--- src/frs_pkg.sv ---
// ----------------------------------------------------------------------------
// frs_pkg: shared types and constants of the fitness roulette selector
// Sizes of the population ring, field widths, command codes, the control
// state type and the item and result beat structs.
// ----------------------------------------------------------------------------
`default_nettype none

package frs_pkg;

    localparam int MAX_POP   = 64;
    localparam int SLOT_BITS = $clog2(MAX_POP);
    localparam int FIT_BITS  = 32;
    localparam int POP_BITS  = 7;
    localparam int SUM_BITS  = 38;
    localparam int FRAC_BITS = 16;
    localparam int CMD_BITS  = 2;

    localparam logic [POP_BITS-1:0] POP_RESET = POP_BITS'(MAX_POP);

    localparam logic [CMD_BITS-1:0] CMD_LOAD   = 2'd0;
    localparam logic [CMD_BITS-1:0] CMD_TALLY  = 2'd1;
    localparam logic [CMD_BITS-1:0] CMD_SELECT = 2'd2;
    // The last code is not used; it writes no slot and leaves the statistics alone.
    localparam logic [CMD_BITS-1:0] CMD_UNUSED = 2'd3;

    typedef enum logic [2:0] {
        S_IDLE,
        S_TALLY,
        S_DIV_START,
        S_DIVIDE,
        S_SELECT,
        S_EMIT
    } frs_state_t;

    typedef struct packed {
        logic [CMD_BITS-1:0]  cmd;
        logic [SLOT_BITS-1:0] slot;
        logic [FIT_BITS-1:0]  fitness;
        logic [FRAC_BITS-1:0] random_fraction;
    } frs_item_t;

    typedef struct packed {
        logic [SLOT_BITS-1:0] chosen_slot;
        logic                 chosen_valid;
        logic [SLOT_BITS-1:0] best_slot;
        logic [FIT_BITS-1:0]  best_fitness;
        logic [FIT_BITS-1:0]  worst_fitness;
        logic [SUM_BITS-1:0]  total_fitness;
        logic [FIT_BITS-1:0]  mean_fitness;
    } frs_result_t;

endpackage

`default_nettype wire

--- src/frs_cell.sv ---
// ----------------------------------------------------------------------------
// frs_cell: one population slot of the fitness ring
// Holds one fitness value. A load writes it; a shift takes the value of the
// next cell, so the whole ring rotates one slot toward the head per cycle while shift is high.
// ----------------------------------------------------------------------------
`default_nettype none

module frs_cell (
    input  wire logic                         clk,
    input  wire logic                         shift,
    input  wire logic                         load,
    input  wire logic [frs_pkg::FIT_BITS-1:0] load_data,
    input  wire logic [frs_pkg::FIT_BITS-1:0] neighbor,
    output logic      [frs_pkg::FIT_BITS-1:0] value
);

    logic [frs_pkg::FIT_BITS-1:0] value_reg;
    logic [frs_pkg::FIT_BITS-1:0] value_next;

    always_comb
    begin
        priority if (load)
        begin
            value_next = load_data;
        end
        else if (shift)
        begin
            value_next = neighbor;
        end
        else
        begin
            value_next = value_reg;
        end
    end

    always_ff @(posedge clk)
    begin
        value_reg <= value_next;
    end

    assign value = value_reg;

endmodule

`default_nettype wire

--- src/frs_divider.sv ---
// ----------------------------------------------------------------------------
// frs_divider: iterative restoring divider for the mean
// Divides the tally total by the population size, one quotient bit per
// cycle. The done pulse rises at the edge that stores the last quotient bit.
// ----------------------------------------------------------------------------
`default_nettype none

module frs_divider (
    input  wire logic                         clk,
    input  wire logic                         rst_n,
    input  wire logic                         start,
    input  wire logic [frs_pkg::SUM_BITS-1:0] dividend,
    input  wire logic [frs_pkg::POP_BITS-1:0] divisor,
    output logic                              done,
    output logic      [frs_pkg::SUM_BITS-1:0] quotient
);

    localparam int CNT_BITS = $clog2(frs_pkg::SUM_BITS);
    localparam logic [CNT_BITS-1:0] LAST_COUNT = CNT_BITS'(frs_pkg::SUM_BITS - 1);

    logic                           busy_reg;
    logic                           busy_next;
    logic                           done_reg;
    logic                           done_next;
    logic [CNT_BITS-1:0]            count_reg;
    logic [CNT_BITS-1:0]            count_next;
    logic [frs_pkg::POP_BITS-1:0]   rem_reg;
    logic [frs_pkg::POP_BITS-1:0]   rem_next;
    logic [frs_pkg::SUM_BITS-1:0]   quo_reg;
    logic [frs_pkg::SUM_BITS-1:0]   quo_next;
    logic [frs_pkg::POP_BITS:0]     rem_shift;
    logic [frs_pkg::POP_BITS:0]     rem_diff;

    always_comb
    begin
        busy_next  = busy_reg;
        done_next  = 1'b0;
        count_next = count_reg;
        rem_next   = rem_reg;
        quo_next   = quo_reg;
        rem_shift  = {rem_reg, quo_reg[frs_pkg::SUM_BITS-1]};
        rem_diff   = rem_shift - {1'b0, divisor};
        if (start)
        begin
            busy_next  = 1'b1;
            count_next = '0;
            rem_next   = '0;
            quo_next   = dividend;
        end
        else if (busy_reg)
        begin
            // The remainder stays below the divisor, so it fits its width.
            if (rem_shift >= {1'b0, divisor})
            begin
                rem_next = rem_diff[frs_pkg::POP_BITS-1:0];
                quo_next = {quo_reg[frs_pkg::SUM_BITS-2:0], 1'b1};
            end
            else
            begin
                rem_next = rem_shift[frs_pkg::POP_BITS-1:0];
                quo_next = {quo_reg[frs_pkg::SUM_BITS-2:0], 1'b0};
            end
            count_next = count_reg + CNT_BITS'(1);
            if (count_reg == LAST_COUNT)
            begin
                busy_next = 1'b0;
                done_next = 1'b1;
            end
        end
    end

    always_ff @(posedge clk or negedge rst_n)
    begin
        if (!rst_n)
        begin
            busy_reg  <= 1'b0;
            done_reg  <= 1'b0;
            count_reg <= '0;
        end
        else
        begin
            busy_reg  <= busy_next;
            done_reg  <= done_next;
            count_reg <= count_next;
        end
    end

    always_ff @(posedge clk)
    begin
        rem_reg <= rem_next;
        quo_reg <= quo_next;
    end

    assign done     = done_reg;
    assign quotient = quo_reg;

endmodule

`default_nettype wire

--- src/fitness_roulette_selector_unit.sv ---
// ----------------------------------------------------------------------------
// fitness_roulette_selector_unit: roulette wheel selector for a GA population
// Stores 64 fitness values in a rotating ring of cells and runs tally and
// select walks over them, one slot per cycle at the head of the ring.
// ----------------------------------------------------------------------------
// Each item beat carries one command: a load writes one slot, a tally gathers
// total, best, worst and mean over the first pop_size slots (one slot when
// pop_size is 0, 64 when above 64), and a select picks a slot by the running
// sum against random_fraction * total. Every command returns one result beat
// with the chosen slot and the current statistics. pop_size is written through
// cfg_write/cfg_data; the user must write it only while the block is idle; the
// block does not enforce this. A load or unused code goes to the emit step, then
// the result register; a select runs the 64-step ring rotation, then the emit
// step and result register; a tally runs the rotation, then starts, runs and
// unloads the bit-serial divider, then emit step and result register. Commands
// are taken only in idle. The result register holds its beat while result_stall
// is high; a new command can enter meanwhile but waits in its emit step. Reset
// clears the statistics and sets pop_size to 64; slots are undefined until set.
// ----------------------------------------------------------------------------
`default_nettype none

module fitness_roulette_selector_unit (
    input  wire logic                         clk,
    input  wire logic                         rst_n,
    input  wire logic                         cfg_write,
    input  wire logic [frs_pkg::POP_BITS-1:0] cfg_data,
    input  wire logic                         item_valid,
    output logic                              item_stall,
    input  wire frs_pkg::frs_item_t           item,
    output logic                              result_valid,
    input  wire logic                         result_stall,
    output frs_pkg::frs_result_t              result
);

    localparam int SLOT_BITS = frs_pkg::SLOT_BITS;
    localparam int FIT_BITS  = frs_pkg::FIT_BITS;
    localparam int SUM_BITS  = frs_pkg::SUM_BITS;
    localparam int POP_BITS  = frs_pkg::POP_BITS;
    localparam int FRAC_BITS = frs_pkg::FRAC_BITS;
    localparam int PROD_BITS = FRAC_BITS + SUM_BITS;
    localparam logic [SLOT_BITS-1:0] LAST_STEP = SLOT_BITS'(frs_pkg::MAX_POP - 1);

    frs_pkg::frs_state_t      state_reg;
    frs_pkg::frs_state_t      state_next;
    logic [POP_BITS-1:0]      pop_size_reg;
    logic [SLOT_BITS-1:0]     step_reg;
    logic [SLOT_BITS-1:0]     step_next;
    logic [SUM_BITS-1:0]      sum_reg;
    logic [SUM_BITS-1:0]      sum_next;
    logic [FIT_BITS-1:0]      top_value_reg;
    logic [FIT_BITS-1:0]      top_value_next;
    logic [SLOT_BITS-1:0]     top_slot_reg;
    logic [SLOT_BITS-1:0]     top_slot_next;
    logic [FIT_BITS-1:0]      bottom_reg;
    logic [FIT_BITS-1:0]      bottom_next;
    logic [FIT_BITS-1:0]      mean_reg;
    logic [FIT_BITS-1:0]      mean_next;
    logic [SUM_BITS-1:0]      slice_reg;
    logic [SUM_BITS-1:0]      slice_next;
    logic [SUM_BITS-1:0]      running_reg;
    logic [SUM_BITS-1:0]      running_next;
    logic [SLOT_BITS-1:0]     chosen_reg;
    logic [SLOT_BITS-1:0]     chosen_next;
    logic                     found_reg;
    logic                     found_next;
    logic                     result_valid_reg;
    logic                     result_valid_next;
    frs_pkg::frs_result_t     result_reg;
    frs_pkg::frs_result_t     result_next;

    logic [POP_BITS-1:0]      used_slots;
    logic                     step_active;
    logic                     ring_shift;
    logic                     cell_load;
    logic [FIT_BITS-1:0]      head;
    logic [SUM_BITS-1:0]      head_ext;
    logic [SUM_BITS-1:0]      run_sum;
    logic [PROD_BITS-1:0]     product;
    logic                     div_start;
    logic                     div_done;
    logic [SUM_BITS-1:0]      div_quotient;
    logic                     emit_ok;

    logic [FIT_BITS-1:0]      cell_value [frs_pkg::MAX_POP];

    // Ring of slots: cell 0 is the head, and every shift moves slot k+1 into
    // cell k. A full rotation brings every value back to its home cell.
    for (genvar g = 0; g < frs_pkg::MAX_POP; g++)
    begin : g_ring
        frs_cell u_cell (
            .clk       (clk),
            .shift     (ring_shift),
            .load      (cell_load && (item.slot == SLOT_BITS'(g))),
            .load_data (item.fitness),
            .neighbor  (cell_value[(g + 1) % frs_pkg::MAX_POP]),
            .value     (cell_value[g])
        );
    end

    frs_divider u_divider (
        .clk      (clk),
        .rst_n    (rst_n),
        .start    (div_start),
        .dividend (sum_reg),
        .divisor  (used_slots),
        .done     (div_done),
        .quotient (div_quotient)
    );

    always_comb
    begin
        priority if (pop_size_reg == '0)
        begin
            used_slots = POP_BITS'(1);
        end
        else if (pop_size_reg > POP_BITS'(frs_pkg::MAX_POP))
        begin
            used_slots = POP_BITS'(frs_pkg::MAX_POP);
        end
        else
        begin
            used_slots = pop_size_reg;
        end
    end

    assign head        = cell_value[0];
    assign head_ext    = SUM_BITS'(head);
    assign step_active = POP_BITS'(step_reg) < used_slots;
    assign run_sum     = running_reg + head_ext;
    assign product     = PROD_BITS'(item.random_fraction) * PROD_BITS'(sum_reg);
    assign emit_ok     = !result_valid_reg || !result_stall;

    always_comb
    begin
        state_next        = state_reg;
        step_next         = step_reg;
        sum_next          = sum_reg;
        top_value_next    = top_value_reg;
        top_slot_next     = top_slot_reg;
        bottom_next       = bottom_reg;
        mean_next         = mean_reg;
        slice_next        = slice_reg;
        running_next      = running_reg;
        chosen_next       = chosen_reg;
        found_next        = found_reg;
        result_next       = result_reg;
        result_valid_next = result_valid_reg;
        ring_shift        = 1'b0;
        cell_load         = 1'b0;
        div_start         = 1'b0;

        if (result_valid_reg && !result_stall)
        begin
            result_valid_next = 1'b0;
        end

        unique case (state_reg)
            frs_pkg::S_IDLE:
            begin
                if (item_valid)
                begin
                    chosen_next = '0;
                    found_next  = 1'b0;
                    step_next   = '0;
                    unique case (item.cmd)
                        frs_pkg::CMD_LOAD:
                        begin
                            cell_load  = 1'b1;
                            state_next = frs_pkg::S_EMIT;
                        end
                        frs_pkg::CMD_TALLY:
                        begin
                            sum_next       = '0;
                            top_value_next = '0;
                            bottom_next    = '1;
                            mean_next      = '0;
                            state_next     = frs_pkg::S_TALLY;
                        end
                        frs_pkg::CMD_SELECT:
                        begin
                            slice_next   = product[FRAC_BITS +: SUM_BITS];
                            running_next = '0;
                            state_next   = frs_pkg::S_SELECT;
                        end
                        default:
                        begin
                            state_next = frs_pkg::S_EMIT;
                        end
                    endcase
                end
            end

            frs_pkg::S_TALLY:
            begin
                ring_shift = 1'b1;
                step_next  = step_reg + SLOT_BITS'(1);
                if (step_active)
                begin
                    if (head > top_value_reg)
                    begin
                        top_value_next = head;
                        top_slot_next  = step_reg;
                    end
                    if (head < bottom_reg)
                    begin
                        bottom_next = head;
                    end
                    sum_next = sum_reg + head_ext;
                end
                if (step_reg == LAST_STEP)
                begin
                    state_next = frs_pkg::S_DIV_START;
                end
            end

            frs_pkg::S_DIV_START:
            begin
                div_start  = 1'b1;
                state_next = frs_pkg::S_DIVIDE;
            end

            frs_pkg::S_DIVIDE:
            begin
                if (div_done)
                begin
                    mean_next  = div_quotient[FIT_BITS-1:0];
                    state_next = frs_pkg::S_EMIT;
                end
            end

            frs_pkg::S_SELECT:
            begin
                ring_shift = 1'b1;
                step_next  = step_reg + SLOT_BITS'(1);
                // The search stops at the first hit; the ring still rotates home.
                if (step_active && !found_reg)
                begin
                    running_next = run_sum;
                    if (run_sum >= slice_reg)
                    begin
                        chosen_next = step_reg;
                        found_next  = 1'b1;
                    end
                end
                if (step_reg == LAST_STEP)
                begin
                    state_next = frs_pkg::S_EMIT;
                end
            end

            frs_pkg::S_EMIT:
            begin
                if (emit_ok)
                begin
                    result_valid_next          = 1'b1;
                    result_next.chosen_slot    = chosen_reg;
                    result_next.chosen_valid   = found_reg;
                    result_next.best_slot      = top_slot_reg;
                    result_next.best_fitness   = top_value_reg;
                    result_next.worst_fitness  = bottom_reg;
                    result_next.total_fitness  = sum_reg;
                    result_next.mean_fitness   = mean_reg;
                    state_next                 = frs_pkg::S_IDLE;
                end
            end

            default:
            begin
                state_next = frs_pkg::S_IDLE;
            end
        endcase
    end

    always_ff @(posedge clk or negedge rst_n)
    begin
        if (!rst_n)
        begin
            state_reg        <= frs_pkg::S_IDLE;
            pop_size_reg     <= frs_pkg::POP_RESET;
            step_reg         <= '0;
            sum_reg          <= '0;
            top_value_reg    <= '0;
            top_slot_reg     <= '0;
            bottom_reg       <= '1;
            mean_reg         <= '0;
            chosen_reg       <= '0;
            found_reg        <= 1'b0;
            result_valid_reg <= 1'b0;
        end
        else
        begin
            state_reg        <= state_next;
            step_reg         <= step_next;
            sum_reg          <= sum_next;
            top_value_reg    <= top_value_next;
            top_slot_reg     <= top_slot_next;
            bottom_reg       <= bottom_next;
            mean_reg         <= mean_next;
            chosen_reg       <= chosen_next;
            found_reg        <= found_next;
            result_valid_reg <= result_valid_next;
            if (cfg_write)
            begin
                pop_size_reg <= cfg_data;
            end
        end
    end

    always_ff @(posedge clk)
    begin
        slice_reg   <= slice_next;
        running_reg <= running_next;
        result_reg  <= result_next;
    end

    assign item_stall   = (state_reg != frs_pkg::S_IDLE);
    assign result_valid = result_valid_reg;
    assign result       = result_reg;

    // The ring must be back at home position whenever a command can enter.
    assert property (@(posedge clk) disable iff (!rst_n)
        (state_reg == frs_pkg::S_IDLE) |-> (step_reg == '0))
        else $error("ring step counter not at home while idle");

    // A hit can only be found during a select walk.
    assert property (@(posedge clk) disable iff (!rst_n)
        $rose(found_reg) |-> ($past(state_reg) == frs_pkg::S_SELECT))
        else $error("selection hit raised outside a select walk");

    // The total always covers the best single fitness.
    assert property (@(posedge clk) disable iff (!rst_n)
        SUM_BITS'(top_value_reg) <= sum_reg)
        else $error("best fitness exceeds the total");

    // A new result beat appears only from the emit step.
    assert property (@(posedge clk) disable iff (!rst_n)
        $rose(result_valid_reg) |-> ($past(state_reg) == frs_pkg::S_EMIT))
        else $error("result beat raised outside the emit step");

endmodule

`default_nettype wire
--- config.mk ---
export PLATFORM = sky130hd
export DESIGN_NAME = fitness_roulette_selector_unit
export DESIGN_NICKNAME = d
export VERILOG_FILES = /design/src/frs_pkg.sv /design/src/frs_cell.sv /design/src/frs_divider.sv /design/src/fitness_roulette_selector_unit.sv
export SDC_FILE = /design/constraint.sdc
export NUM_CORES = 2
export LEC_CHECK = 0
export BUFFER_PORTS_ARGS = -buffer_cell sky130_fd_sc_hd__buf_2
export CAP_MARGIN = 20
export CORE_MARGIN = 5
export CORE_UTILIZATION = 61
export CTS_CLUSTER_DIAMETER = 150
export DETAILED_ROUTE_END_ITERATION = 16
export PLACE_DENSITY = 0.81
export SYNTH_ARGS = -nofsm -noshare
export SYNTH_HDL_FRONTEND = slang
export SYNTH_HIERARCHICAL = 1
export SYNTH_SLANG_ARGS = --single-unit
--- constraint.sdc ---
create_clock -name clk -period 21.7 [get_ports clk]
set_input_delay 5.425 -clock clk [delete_from_list [all_inputs] [get_ports clk]]
set_output_delay 5.425 -clock clk [all_outputs]
set_load 0.02 [all_outputs]
==> Yosys cells after proc, flatten, opt, wreduce, memory -nomap -nowiden <==
Index checks and enable logic that the tools add are counted.
Widths: inputs -> output; s select.
{ "op_classes": {"addsub": 5, "mul": 1, "n_div": 0, "magnitude_cmp": 6, "eq_ne": 84, "shifts": 0, "muxes": 186, "bitwise": 0, "n_reduce_logical": 156} }
{ "ops": {"columns": ["op", "count"], "rows": [
  ["$mux 32", 137],
  ["$mux 38", 8],
  ["$eq 6x6->1 const B", 34],
  ["$pmux 32 s2", 3],
  ["$pmux 38 s2", 2],
  ["$reduce_bool 2->1", 69],
  ["$eq 6x5->1 const B", 16],
  ["$add 38x32->38", 2],
  ["$logic_and 1x1->1", 66],
  ["$mul 16x38->54", 1],
  ["$eq 6x4->1 const B", 8],
  ["$ge 38x38->1", 1],
  ["$gt 32x32->1", 1],
  ["$lt 32x32->1", 1],
  ["$mux 6", 5],
  ["$eq 6x3->1 const B", 4],
  ["$pmux 6 s2", 2],
  ["$mux 7", 3],
  ["$mux 1", 18],
  ["$ne 2x2->1 const B", 9],
  ["$pmux 3 s6", 1],
  ["$reduce_and 4->1", 4],
  ["$mux 3", 5],
  ["$reduce_and 5->1", 3],
  ["other kinds (25)", 35]
]} }
{ "totals": {"register_bits": 2488, "latchBits": 0, "mem_bits_rw": 0, "romBits": 0, "output_inout_bits": 149, "wordCells": 527, "mem_count": 0} }

==> Logic depth before layout (Yosys ltp) <==
{ "depth": {"ltp_word": 7, "ltp_mapped": 25, "ltp_nobuf": 23} }

==> Modules after synthesis <==
Netlist, hierarchy kept.
{ "modules_own_cells": {"columns": ["mod", "n_inst", "cells_each", "area_per_inst_um2", "seq_area_each_um2"], "rows": [
  ["frs_cell", 64, 69, 1507.7, 960.9],
  ["fitness_roulette_selector_unit", 1, 4017, 38891.0, 10841.6],
  ["frs_divider", 1, 222, 2788.9, 1481.4]
]} }

==> Worst setup path after synthesis <==
Ideal clock, no wire load.
{ "synth_path": {"path_kind": "input-to-reg", "start": "in result_stall", "end": "reg result_reg, in the netlist result[0] (enable)", "arrival_ps": 16039, "required_time_ps": 20836, "slack_ps": 4798, "cell_stages": 2, "path_cell_list": "nand2_1 -> nor3b_1"} }
{ "synth_via": {"elab_chain_len": 3} }
{ "synth_rtl": {"columns": ["item", "line_no", "rtl"], "rows": [
  ["start: declaration", "fitness_roulette_selector_unit.sv:31", "input wire logic result_stall,"],
  ["$logic_not 1->1", "fitness_roulette_selector_unit.sv:131", "assign emit_ok = !result_valid_reg || !result_stall;"],
  ["$logic_or 1x1->1", "fitness_roulette_selector_unit.sv:131", null],
  ["$reduce_and 2->1 (no line)", null, null],
  ["end signal: assignment", "fitness_roulette_selector_unit.sv:313", "result_reg <= result_next;"],
  ["end: declaration", "fitness_roulette_selector_unit.sv:68", "frs_pkg::frs_result_t result_reg;"]
]} }
Every way passes these cells.
A chain may end at the register's enable or synchronous reset.

==> Final worst setup path <==
{ "layout_path": {"start": "in item[2] (netlist name)", "end": "reg slice_reg[24] (data pin)"} }
{ "layout_via": {"elab_chain_len": 1} }
{ "layout_rtl": {"columns": ["item", "line_no", "rtl"], "rows": [
  ["start: declaration", "fitness_roulette_selector_unit.sv:29", "input wire frs_pkg::frs_item_t item,"],
  ["$mul 16x38->54", "fitness_roulette_selector_unit.sv:130", "assign product = PROD_BITS'(item.random_fraction) * PROD_BITS'(sum_reg);"],
  ["net product[40]", "fitness_roulette_selector_unit.sv:78", "logic [PROD_BITS-1:0] product;"],
  ["end signal: assignment", "fitness_roulette_selector_unit.sv:311", "slice_reg <= slice_next;"],
  ["end: declaration", "fitness_roulette_selector_unit.sv:58", "logic [SUM_BITS-1:0] slice_reg;"]
]} }
The timed path passes the listed nets, and every way through them passes these cells.

==> impl_metrics.csv <==
group,metric,value,unit
clock_network,cts_setup_buffers,0,
sta,slew_viol_final,0,
critical_path,critPathCaptureType,"register",
cells_and_area,regArea,73800,um^2
critical_path,crit_family,"adder cells",
global_route,grt_util_all_layers,27.9,%
clock_network,cts_hold_buffers,0,
worst_hold_path,min-delay-start,"mean_reg[3]$_DFFE_PN0P_",
cells_and_area,multiInputGateArea,56800,um^2
critical_path,cp-start-kind,"primary input",
die,boundaryPins,217,
route,antenna_left,0,
sta,tightest_slew,1250,ps
critical_path,worst-path-buf-inv,4,
cells_and_area,final_cells,12100,
synth,syn_nets,9530,
cells_and_area,syn2layout_area_growth,7.10,%
sta,hold_viol_final,0,
sta,setup_violations,0,
synth,synth_edf_count,2309,
die,initial_core_util,61.4,%
critical_path,required,22310,ps
synth,synth.distinct_cells,87,
place,place.gp.congestion,0.938,
route,vias,75600,
synth,syn_inst,8655,
synth,avgSynthCellArea,16.0,um^2
status,status,"finished, final reports clean",
synth,synth_flop_cell,"edfxtp_1",
synth,synthArstFlopShare,6.91,%
clock_network,cts_tree,"built",
die,std_cell_rows,174,
die,die-area,236000,um^2
place,port_buffers,216,
global_route,grt_max_degree,84,
die,die_x,486,um
sta,rsz0062_at_grt,"false",
sta,fin_crit_sh,55.5,%
clock_network,cts_sinks,2488,
critical_path,worst_ep_arrival_time,12660,ps
clock_network,numCtsBuffers,274,
critical_path,path_cells,"buf_2 > nand2_1 > fa_1 > fa_1 > fa_1 > inv_1 > fa_1 > fa_1 > inv_1 > fa_1 > inv_1 > ha_1 > nand2_1 > o211ai_1 > a21oi_1 > or4_1 > o21ai_0 > nor2_1 > o21ai_1 > a41oi_1 > xnor2_1",
synth,syn-cell-area,138000,um^2
critical_path,critPathMaxStageDelay,740,ps
clock_network,clockBufferDepth,4,
synth,yosysSeqAreaShare,53.4,%
place,place_inst,11600,
worst_hold_path,hold_path_class,"register to register",
route,wl_per_cell,27.7,um
cells_and_area,final_area,148000,um^2
place,placed_area,140000,um^2
clock_network,cts.htree.levels,5,
route,drt_pass1_iterations,6,
cells_and_area,nNetsFinal,9767,
route,drtIter0Drc,8349,
critical_path,crit_start,"item[2]",
die,core_area,225000,um^2
sta,clock_skew,76.6,ps
sta,worst_slack,9650,ps
place,dp_hpwl,195000,um
route,drc_errors,0,
route,wl,335000,um
critical_path,crit_type,"primary input to register",
die,dieHeight,486,um
critical_path,crit_slowest_cell,"buf_2",
route,vias_per_cell,6.26,
clock_network,clk_latency,930,ps
critical_path,path_max_fanout,38,
global_route,grt_pass1_vias,79200,
cells_and_area,nFillCells,14600,
clock_network,clockRootBuffer,"clkbuf_16",
global_route,antenna_found_initial,13,
synth,synth-seq-cells,2488,
cells_and_area,drive_gt1_share,33.2,%
synth,ys.warnings.count,6,
place,pre_cts_slack,8920,ps
sta,layout_min_cycle_time,12050,ps
sta,fmax,83.0,MHz
cells_and_area,largest_reg_flops,2048,
global_route,grt_pass1_wl,505000,um
clock_network,cts_resized,0,
critical_path,critPathMostFrequentCell,"fa_1",
sta,relSlewSlack,16.4,%
clock_network,clk_pin_slew,60,ps
critical_path,r2r_start,"sum_reg[29]$_DFFE_PN0P_",
sta,setup_tns,0,ps
global_route,grt-ovfl-total,0,
job,max_cap_viol_count,0,
-- synthesized netlist by cell type, types with 139 or more instances --
cell	instances	area (um^2)
buf_12	192	3840
ha_1	303	3790
edfxtp_1	2309	69300
mux2_2	243	2740
inv_1	715	2680
nand2_1	575	2160
clkbuf_1	179	672
fa_1	504	10100
a21oi_1	157	786
dfrtp_1	139	3480
mux2_4	1856	27900
and2_1	225	1410
nor2_1	198	743
-- metrics by stage --
stage / util (%) / hold WS [ps]
finish: 65.7 / 441
global placement: 62.1 / 433
detailed placement: 62.1 / 431
global route: 65.7 / 461
CTS: 65.7 / 439
floorplan: - / 421
-- routing by layer --
metal  vias to the layer above  track usage [%]  share of wire (%)
li1                      31500                -                  -
met1                     39300             38.1                 40
met2                      4117             45.2                 48
met5                         -                0             0.0039
met4                         2             9.76                3.6
met3                       713             5.56                9.2
-- final timing paths --
check | end | depth (start not counted) | slack, ps
max in group asynchronous | top_value_reg[28]$_DFFE_PN0P_ | 3 | 15080
min in group asynchronous | mean_reg[10]$_DFFE_PN0P_ | 1 | 4540
hold / removal | result[3]$_DFFE_PP_ | 0 | 440
hold reg to reg | result[3]$_DFFE_PP_ | 0 | 440
setup reg to reg | slice_reg[24]$_DFFE_PP_ | 23 | 13810
setup / recovery | slice_reg[24]$_DFFE_PP_ | 21 | 9650
-- final cells by class --
cell class | count | share of cell area [%]
antenna | 11 | 0.0186
timing repair buffer | 420 | 1.83
multi-input combinational | 4992 | 38.4
sequential | 2488 | 49.9
clock buffer | 351 | 4.95
inverter | 716 | 1.82
clock inverter | 110 | 0.579
tap | 2992 | 2.53
-- cell usage in the layout (no fill, tap or decap), drive strengths merged, types with 17 or more instances in the layout --
cell type / n
clkbuf: 351
o21a: 21
nand3: 49
inv: 724
buf: 420
mux2: 2100
xnor2: 64
nand2b: 21
a31oi: 17
ha: 303
clkinv: 86
a21o: 112
fa: 504
a211oi: 28
nor2b: 20
dfstp: 33
a21oi: 157
a22o: 71
dfrtp: 139
and2: 226
nand4: 43
o21ai: 120
edfxtp: 2309
and3: 22
nand2: 575
nor2: 198
o21bai: 22
o211ai: 20
xor2: 34
nor3: 30
mux2i: 40
or2: 73
-- kinds of logic (layout without fill, tap and decap cells) --
family / Yosys count / after routing / synth area share [%]
xor+xnor: 98 / 98 / 0.621
buf+inv: 1175 / 1597 / 5.84
compound gates: 647 / 647 / 3.16
mux: 2140 / 2140 / 22.4
flops: 2488 / 2488 / 53.4
simple gates: 1300 / 1300 / 4.46
fa+ha+maj: 807 / 807 / 10.0
other cells: 0 / 11 / 0
Power is left out: the tool's default activity adds up to more than one toggle a clock period on the data nets, which glitch-free logic cannot reach.
